<file path="src/hdl/i2cm_pkg.sv">
package i2cm_pkg;

  localparam int unsigned BYTE_BITS = 8;
  localparam int unsigned CHECK_SAMPLES = 16;

  localparam logic [4:0] BITS2 = 5'(2 * BYTE_BITS);
  localparam logic [4:0] CHECK_SAMPLING_STEP = 5'd5;
  localparam logic [7:0] CHECK_LIMIT = 8'(CHECK_SAMPLES);

  // request codes carried in req_type
  localparam logic [2:0] REQ_TICK  = 3'd0;
  localparam logic [2:0] REQ_START = 3'd1;
  localparam logic [2:0] REQ_CHECK = 3'd5;

  typedef enum logic [2:0] {
    OP_IDLE  = 3'd0,
    OP_START = 3'd1,
    OP_STOP  = 3'd2,
    OP_WRITE = 3'd3,
    OP_READ  = 3'd4,
    OP_CHECK = 3'd5
  } op_e;

  typedef struct packed {
    logic [2:0] req_type;
    logic [7:0] tx_byte;
    logic       sda_in;
  } req_t;

  typedef struct packed {
    logic       scl_level;
    logic       sda_level;
    logic       sda_drive;
    logic       busy_res;
    logic       done_res;
    logic       ack_ok;
    logic [7:0] rx_byte;
    logic       bus_clear;
  } res_t;

  typedef struct packed {
    op_e        op;
    logic [4:0] phase_step;
    logic [7:0] shift_reg;
    logic [7:0] tick_count;
    logic       scl;
    logic       sda;
    logic       sda_dir;
    logic       ack;
    logic [7:0] rx;
    logic       clear;
  } eng_state_t;

endpackage

</file>
<file path="src/hdl/i2c_master_byte_engine_top.sv">
// I2C master pin sequencer, one result item for every input item.
// Input channel (in_valid_i / in_stall_o / in_data_i): a transfer carries a
// command (start, stop, write byte, read byte, bus check) or a tick with the
// sampled SDA level. Commands are taken only while idle; ticks step the
// SCL/SDA sequence once every phase_ticks ticks (a phase_ticks of zero acts as one).
// Output channel (out_valid_o / out_stall_i / out_data_o): pin levels and
// status after that item, ack, received byte and bus-clear flag.
// Configuration: cfg_we_i writes cfg_data_i into phase_ticks; write only
// while no result is outstanding.
// Each input transfer's result is registered in the output queue; one item
// is accepted every cycle while in_stall_o is low, the state update being
// combinational and feeding a two-entry output queue. A stalled receiver
// lets two results pile up, after which in_stall_o rises until one is taken.
// Reset: engine idle, SCL and SDA high, SDA released, phase_ticks one,
// output queue empty.
module i2c_master_byte_engine_top (
  input  logic           clk_i,
  input  logic           rst_ni,
  input  logic           in_valid_i,
  output logic           in_stall_o,
  input  i2cm_pkg::req_t in_data_i,
  output logic           out_valid_o,
  input  logic           out_stall_i,
  output i2cm_pkg::res_t out_data_o,
  input  logic           cfg_we_i,
  input  logic [7:0]     cfg_data_i
);
  import i2cm_pkg::*;

  eng_state_t state_q, state_d;
  res_t       res;
  logic [7:0] phase_ticks_q;
  logic       accept;
  logic       full;

  assign in_stall_o = full;
  assign accept     = in_valid_i && !full;

  i2cm_step u_step (
    .state_i       (state_q),
    .req_i         (in_data_i),
    .phase_ticks_i (phase_ticks_q),
    .state_o       (state_d),
    .res_o         (res)
  );

  i2cm_out_buf u_out_buf (
    .clk_i       (clk_i),
    .rst_ni      (rst_ni),
    .push_i      (accept),
    .data_i      (res),
    .full_o      (full),
    .out_valid_o (out_valid_o),
    .out_stall_i (out_stall_i),
    .out_data_o  (out_data_o)
  );

  always_ff @(posedge clk_i or negedge rst_ni) begin
    if (!rst_ni) begin
      phase_ticks_q <= 8'd1;
    end else if (cfg_we_i) begin
      phase_ticks_q <= cfg_data_i;
    end
  end

  always_ff @(posedge clk_i or negedge rst_ni) begin
    if (!rst_ni) begin
      state_q.op         <= OP_IDLE;
      state_q.phase_step <= 5'd0;
      state_q.shift_reg  <= 8'd0;
      state_q.tick_count <= 8'd0;
      state_q.scl        <= 1'b1;
      state_q.sda        <= 1'b1;
      state_q.sda_dir    <= 1'b0;
      state_q.ack        <= 1'b0;
      state_q.rx         <= 8'd0;
      state_q.clear      <= 1'b0;
    end else if (accept) begin
      state_q <= state_d;
    end
  end

endmodule

</file>
<file path="src/hdl/i2cm_step.sv">
module i2cm_step (
  input  i2cm_pkg::eng_state_t state_i,
  input  i2cm_pkg::req_t       req_i,
  input  logic [7:0]           phase_ticks_i,
  output i2cm_pkg::eng_state_t state_o,
  output i2cm_pkg::res_t       res_o
);
  import i2cm_pkg::*;

  eng_state_t n;
  logic       done;
  logic       fin;
  logic [7:0] limit;
  logic [7:0] tick_inc;
  logic [4:0] ps;

  always_comb begin
    n        = state_i;
    done     = 1'b0;
    fin      = 1'b0;
    ps       = state_i.phase_step;
    limit    = (phase_ticks_i == 8'd0) ? 8'd1 : phase_ticks_i;
    tick_inc = state_i.tick_count + 8'd1;
    if (req_i.req_type == REQ_TICK) begin
      if (state_i.op != OP_IDLE) begin
        if (state_i.op == OP_CHECK && ps >= CHECK_SAMPLING_STEP) begin
          // sampling window: one sample per tick
          if (!req_i.sda_in) begin
            n.clear   = 1'b0;
            n.sda_dir = 1'b1;
            fin       = 1'b1;
          end else begin
            n.tick_count = tick_inc;
            if (tick_inc >= CHECK_LIMIT) begin
              n.clear   = 1'b1;
              n.sda_dir = 1'b1;
              fin       = 1'b1;
            end
          end
        end else begin
          n.tick_count = tick_inc;
          if (tick_inc >= limit) begin
            n.tick_count = 8'd0;
            unique case (state_i.op)
              OP_START: begin
                priority if (ps == 5'd0) n.scl = 1'b0;
                else if (ps == 5'd1) begin
                  n.sda_dir = 1'b1;
                  n.sda     = 1'b1;
                end else if (ps == 5'd2) n.scl = 1'b1;
                else if (ps == 5'd3) n.sda = 1'b0;
                else begin
                  n.scl = 1'b0;
                  fin   = 1'b1;
                end
              end
              OP_STOP, OP_CHECK: begin
                priority if (ps == 5'd0) n.scl = 1'b0;
                else if (ps == 5'd1) begin
                  n.sda_dir = 1'b1;
                  n.sda     = 1'b0;
                end else if (ps == 5'd2) n.scl = 1'b1;
                else if (ps == 5'd3) begin
                  n.sda = 1'b1;
                  fin   = (state_i.op == OP_STOP);
                end else begin
                  n.sda     = 1'b1;
                  n.sda_dir = 1'b0;
                end
              end
              OP_WRITE: begin
                priority if (ps < BITS2) begin
                  if (!ps[0]) begin
                    n.scl       = 1'b0;
                    n.sda_dir   = 1'b1;
                    n.sda       = state_i.shift_reg[7];
                    n.shift_reg = {state_i.shift_reg[6:0], 1'b0};
                  end else begin
                    n.scl = 1'b1;
                  end
                end else if (ps == BITS2) begin
                  n.scl     = 1'b0;
                  n.sda     = 1'b1;
                  n.sda_dir = 1'b0;
                end else if (ps == BITS2 + 5'd1) n.scl = 1'b1;
                else begin
                  n.ack     = !req_i.sda_in;
                  n.scl     = 1'b0;
                  n.sda_dir = 1'b1;
                  fin       = 1'b1;
                end
              end
              OP_READ: begin
                priority if (ps == 5'd0) begin
                  n.sda     = 1'b1;
                  n.sda_dir = 1'b0;
                end else if (ps <= BITS2) begin
                  if (ps[0]) n.scl = 1'b1;
                  else begin
                    n.shift_reg = {state_i.shift_reg[6:0], req_i.sda_in};
                    n.scl       = 1'b0;
                  end
                end else begin
                  n.sda_dir = 1'b1;
                  n.rx      = state_i.shift_reg;
                  fin       = 1'b1;
                end
              end
              default: fin = 1'b1;
            endcase
            if (!fin) n.phase_step = ps + 5'd1;
          end
        end
        if (fin) begin
          n.op         = OP_IDLE;
          n.phase_step = 5'd0;
          n.tick_count = 8'd0;
          done         = 1'b1;
        end
      end
    end else if (req_i.req_type >= REQ_START && req_i.req_type <= REQ_CHECK
                 && state_i.op == OP_IDLE) begin
      n.op         = op_e'(req_i.req_type);
      n.phase_step = 5'd0;
      n.tick_count = 8'd0;
      n.shift_reg  = (op_e'(req_i.req_type) == OP_WRITE) ? req_i.tx_byte : 8'd0;
    end
  end

  assign state_o = n;

  always_comb begin
    res_o.scl_level = n.scl;
    res_o.sda_level = n.sda;
    res_o.sda_drive = n.sda_dir;
    res_o.busy_res  = (n.op != OP_IDLE);
    res_o.done_res  = done;
    res_o.ack_ok    = n.ack;
    res_o.rx_byte   = n.rx;
    res_o.bus_clear = n.clear;
  end

endmodule

</file>
<file path="src/hdl/i2cm_out_buf.sv">
module i2cm_out_buf (
  input  logic           clk_i,
  input  logic           rst_ni,
  input  logic           push_i,
  input  i2cm_pkg::res_t data_i,
  output logic           full_o,
  output logic           out_valid_o,
  input  logic           out_stall_i,
  output i2cm_pkg::res_t out_data_o
);
  import i2cm_pkg::*;

  res_t       mem_q [2];
  logic       wr_ptr_q, wr_ptr_d;
  logic       rd_ptr_q, rd_ptr_d;
  logic [1:0] count_q, count_d;
  logic       pop;

  assign out_valid_o = (count_q != 2'd0);
  assign full_o      = (count_q == 2'd2);
  assign out_data_o  = mem_q[rd_ptr_q];
  assign pop         = out_valid_o && !out_stall_i;

  always_comb begin
    wr_ptr_d = push_i ? !wr_ptr_q : wr_ptr_q;
    rd_ptr_d = pop ? !rd_ptr_q : rd_ptr_q;
    count_d  = count_q + {1'b0, push_i} - {1'b0, pop};
  end

  always_ff @(posedge clk_i or negedge rst_ni) begin
    if (!rst_ni) begin
      wr_ptr_q <= 1'b0;
      rd_ptr_q <= 1'b0;
      count_q  <= 2'd0;
    end else begin
      wr_ptr_q <= wr_ptr_d;
      rd_ptr_q <= rd_ptr_d;
      count_q  <= count_d;
    end
  end

  always_ff @(posedge clk_i) begin
    if (push_i) mem_q[wr_ptr_q] <= data_i;
  end

endmodule

</file>
<file path="config.mk">
export PLATFORM = sky130hd
export DESIGN_NAME = i2c_master_byte_engine_top
export DESIGN_NICKNAME = d
export VERILOG_FILES = /design/src/hdl/i2cm_pkg.sv /design/src/hdl/i2c_master_byte_engine_top.sv /design/src/hdl/i2cm_step.sv /design/src/hdl/i2cm_out_buf.sv
export SDC_FILE = /design/constraint.sdc
export NUM_CORES = 1
export LEC_CHECK = 0
export BUFFER_PORTS_ARGS = -buffer_cell sky130_fd_sc_hd__buf_2
export CAP_MARGIN = 10
export CELL_PAD_IN_SITES_DETAIL_PLACEMENT = 0
export CELL_PAD_IN_SITES_GLOBAL_PLACEMENT = 1
export CORE_UTILIZATION = 30
export CTS_CLUSTER_SIZE = 25
export DETAILED_ROUTE_END_ITERATION = 6
export PLACE_DENSITY_LB_ADDON = 0.25
export SYNTH_ARGS = -nofsm -noshare
export SYNTH_HDL_FRONTEND = slang
export SYNTH_HIERARCHICAL = 1
export SYNTH_SLANG_ARGS = --single-unit
</file>
<file path="constraint.sdc">
create_clock -name clk_i -period 5.85 [get_ports clk_i]
set_input_delay 0 -clock clk_i [delete_from_list [all_inputs] [get_ports clk_i]]
set_output_delay 0 -clock clk_i [all_outputs]
set_load 0.02 [all_outputs]
</file>
==> results.cfg <==
[logic_synthesis]
netlist_area_um2 = 5170
synth-simple-area-share_pct = 13.5
async_reset_ff_share_pct = 62.0
ys.flop_type = dfrtp_1
avgSynthCellArea_um2 = 11.4
syn-num-nets = 492
synth_edf_count = 30
synthAdderAreaFrac_pct = 3.63
synth_mux_area_share_pct = 17.3
ys_types = 79
synth_top_family_by_area = multiplexers
yosysWarnings = 6
ys_seq_area_share_pct = 41.2
synth_compound_area_share_pct = 15.9
synth_xor_area_share_pct = 1.52
synthCells = 452
ys_ff_latch = 79

[timing]
setup_tns_ps = 0
rsz0062_at_grt = no
finalHoldViolCount = 0
period_needed_ps = 3700
worst_pin_slew_ps = 873
relSlewSlack_pct = 41.8
setup_viol = 0
skew_ps = 6.70
min_period_over_period_pct = 63.3
slew_viol_final = 0
max_freq_mhz = 270

[route]
ant_nets = 0
drt-wirelength-per-cell_um = 17.9
vias_per_cell = 5.17
drt_wl_total_mm = 12.6
drc_errors = 0
first_pass_iters = 4
wl_met1_mm = 5.86
dr.first_iter.drc_count = 262
top_layer_used = met4
wl_met3_um = 483
wl_met2_mm = 5.99
vias = 3648

[setup_path]
end_kind = register
startpoint_type = register
r2r_start = state_q[13]
path_cells = ha_1 > nand3_1 > xnor2_1 > ha_1 > o2111ai_1 > o221ai_2 > nand3_1 > nor3_2 > mux2_2 > mux2_4
ff2ff_setup_slack_ps = 2150
critical_path_required_ps = 6070
reg2reg_depth = 10
reg2reg_to = state_q[3]
crit_slowest_cell = nor3_2
cp.buffers_inverters = 0
worstPathArrival_ps = 3920
critPathKind = reg -> reg
worstPathMaxFanout = 8
critPathMaxStageDelay_ps = 750
critPathTopFamily = simple AND/OR/NAND/NOR gates

[clocking]
clk_pin_slew_ps = 60
cts-htree-levels = 3
clock-sinks = 79
cts_tree = yes
cts-buffers-inserted = 9
cts_root_buf = clkbuf_16
cts_resized = 0
clk_path_buf_depth = 2
insertion_delay_ps = 340

[die]
dieArea_um2 = 17800
die_y_um = 133
die_w_um = 133
start_util_pct = 31.0
rows = 47
io_pins = 42
core-area_um2 = 16700

[layout]
final_layout_size_suffix_gt1_share_pct = 33.5
nets = 521
stdcell_area_um2 = 5790
diodes = 0
area_growth_pct = 12.0
layout.cells.non_filler = 706
nFillCells = 1690

[power]
powerDensity_nw_per_um2 = 403
peakVddDrop_uv = 159
power_leakage_nw = 2.37

[placed_design]
dp_hpwl_mm = 8.99
place.gp.congestion = 0.781
placed_area_um2 = 5400
portBuffers = 41
dp.cells = 680

[global_routing]
grt_use_total_pct = 15.0
antenna_found_initial = 0
grt_max_degree = 50
grt-ovfl-total = 0
grt_first_pass_wirelength_mm = 20.5
first_global_vias = 3679

[worst_hold_path]
holdPathEnd = u_out_buf/rd_ptr_q
hold_depth = 3
worstHoldStart = out_stall_i
hp-class = in -> reg

[flow_run]
maxCapViolations = 0

[run_status]
status = finished, final reports clean
cells by family after synthesis:
kind of cell | count (synthesis)
AOI/OAI and AO/OA | 103
xor gates and xnor gates | 9
muxes | 70
buffers and inverters | 56
DFF | 79
and+or+nand+nor | 120
adders and majority gates | 15
state kept, by name, indices dropped and copies added, names as in the netlist:
register	count
state_q	37
u_out_buf/mem_q	30
u_out_buf/wr_ptr_q	1
u_out_buf/rd_ptr_q	1
u_out_buf/count_q	2
phase_ticks_q	8
worst min-delay path, stage by stage:
cell	delay, ps
buf_2	70
o21bai_1	160
xnor2_1	80
per-layer routing:
| metal | up-vias | track usage (%) |
|---|---|---|
| li1 | 1757 | - |
| met1 | 1794 | 19.9 |
| met2 | 77 | 23.5 |
| met3 | 20 | 3.08 |
| met4 | 0 | 6.38 |
| met5 | - | 0 |
how the worst max path moves through the flow:
| stage | depth (start not counted) | start | slack, ps | endpoint |
|---|---|---|---|---|
| after global routing | 11 | state_q[13] | 1780 | state_q[11] |
| after global placement | 10 | state_q[13] | 2330 | state_q[8] |
| after floorplan | 11 | state_q[13] | 2700 | state_q[8] |
| final | 10 | state_q[13] | 2150 | state_q[3] |
| after CTS | 11 | state_q[13] | 2200 | state_q[11] |
| after detailed placement | 11 | state_q[13] | 2230 | state_q[11] |
repair_timing:
item | CTS | global route
hold endpoints to repair | 55 | 0
setup buffers | 0 | 0
hold buffers | 10 | 0
cells in the final DEF (no fill, tap or decap), types with 5 or more instances in the layout:
| cell | instances |
|---|---|
| clkbuf_16 | 9 |
| edfxtp_1 | 30 |
| xnor2_1 | 7 |
| ha_1 | 15 |
| inv_1 | 18 |
| mux2_2 | 42 |
| a21oi_1 | 14 |
| nand2_1 | 23 |
| mux2_4 | 28 |
| a221o_1 | 5 |
| buf_2 | 41 |
| nor2_1 | 24 |
| nand3_1 | 10 |
| and3_1 | 7 |
| a31oi_1 | 8 |
| nor3_1 | 12 |
| nand2b_1 | 8 |
| dfrtp_1 | 46 |
| o21ai_0 | 18 |
| buf_4 | 5 |
| dlygate4sd3_1 | 10 |
cell usage after synthesis, types with 5 or more instances:
library cell	number	area share, %
a21oi_1	14	1.4
a221o_1	5	0.97
a31oi_1	8	0.97
and3_1	7	0.85
buf_2	8	0.77
buf_4	16	2.3
clkbuf_1	6	0.44
dfrtp_1	46	22
edfxtp_1	30	17
ha_1	15	3.6
inv_1	18	1.3
mux2_2	42	9.1
mux2_4	28	8.1
nand2_1	23	1.7
nand2b_1	8	0.97
nand3_1	10	0.97
nor2_1	24	1.7
nor3_1	12	1.2
o21ai_0	18	1.7
xnor2_1	7	1.2
power by group:
| group | internal [mW] | total [mW] | switching (mW) | leakage [nW] |
|---|---|---|---|---|
| clock | 0.334 | 0.565 | 0.231 | 0.141 |
| sequential | 0.717 | 0.875 | 0.158 | 0.901 |
| combinational | 0.415 | 0.893 | 0.478 | 1.33 |
| total | 1.47 | 2.33 | 0.866 | 2.37 |
area by class of cell:
| class | instances | area, um2 | share of cell area (%) |
|---|---|---|---|
| Sequential cell | 79 | 2130 | 36.8 |
| Tap cell | 220 | 275 | 4.76 |
| Clock buffer | 12 | 236 | 4.09 |
| Multi-Input combinational cell | 317 | 2680 | 46.3 |
| Inverter | 18 | 67.6 | 1.17 |
| Clock inverter | 4 | 56.3 | 0.973 |
| Timing Repair Buffer | 56 | 343 | 5.92 |
through the flow:
step                      setup WS, ps  utilization [%]  hold slack, ps  total power [mW]
after floorplan                   2700                -            -296              1.58
after global placement            2330             32.3             164              1.77
after detailed placement          2230             32.3             161              1.78
after CTS                         2200             34.7            9.34              2.36
after global routing              1780             34.7            16.3              2.48
final                             2150             34.7            7.79              2.33
Power figures use the tool's default switching activity.
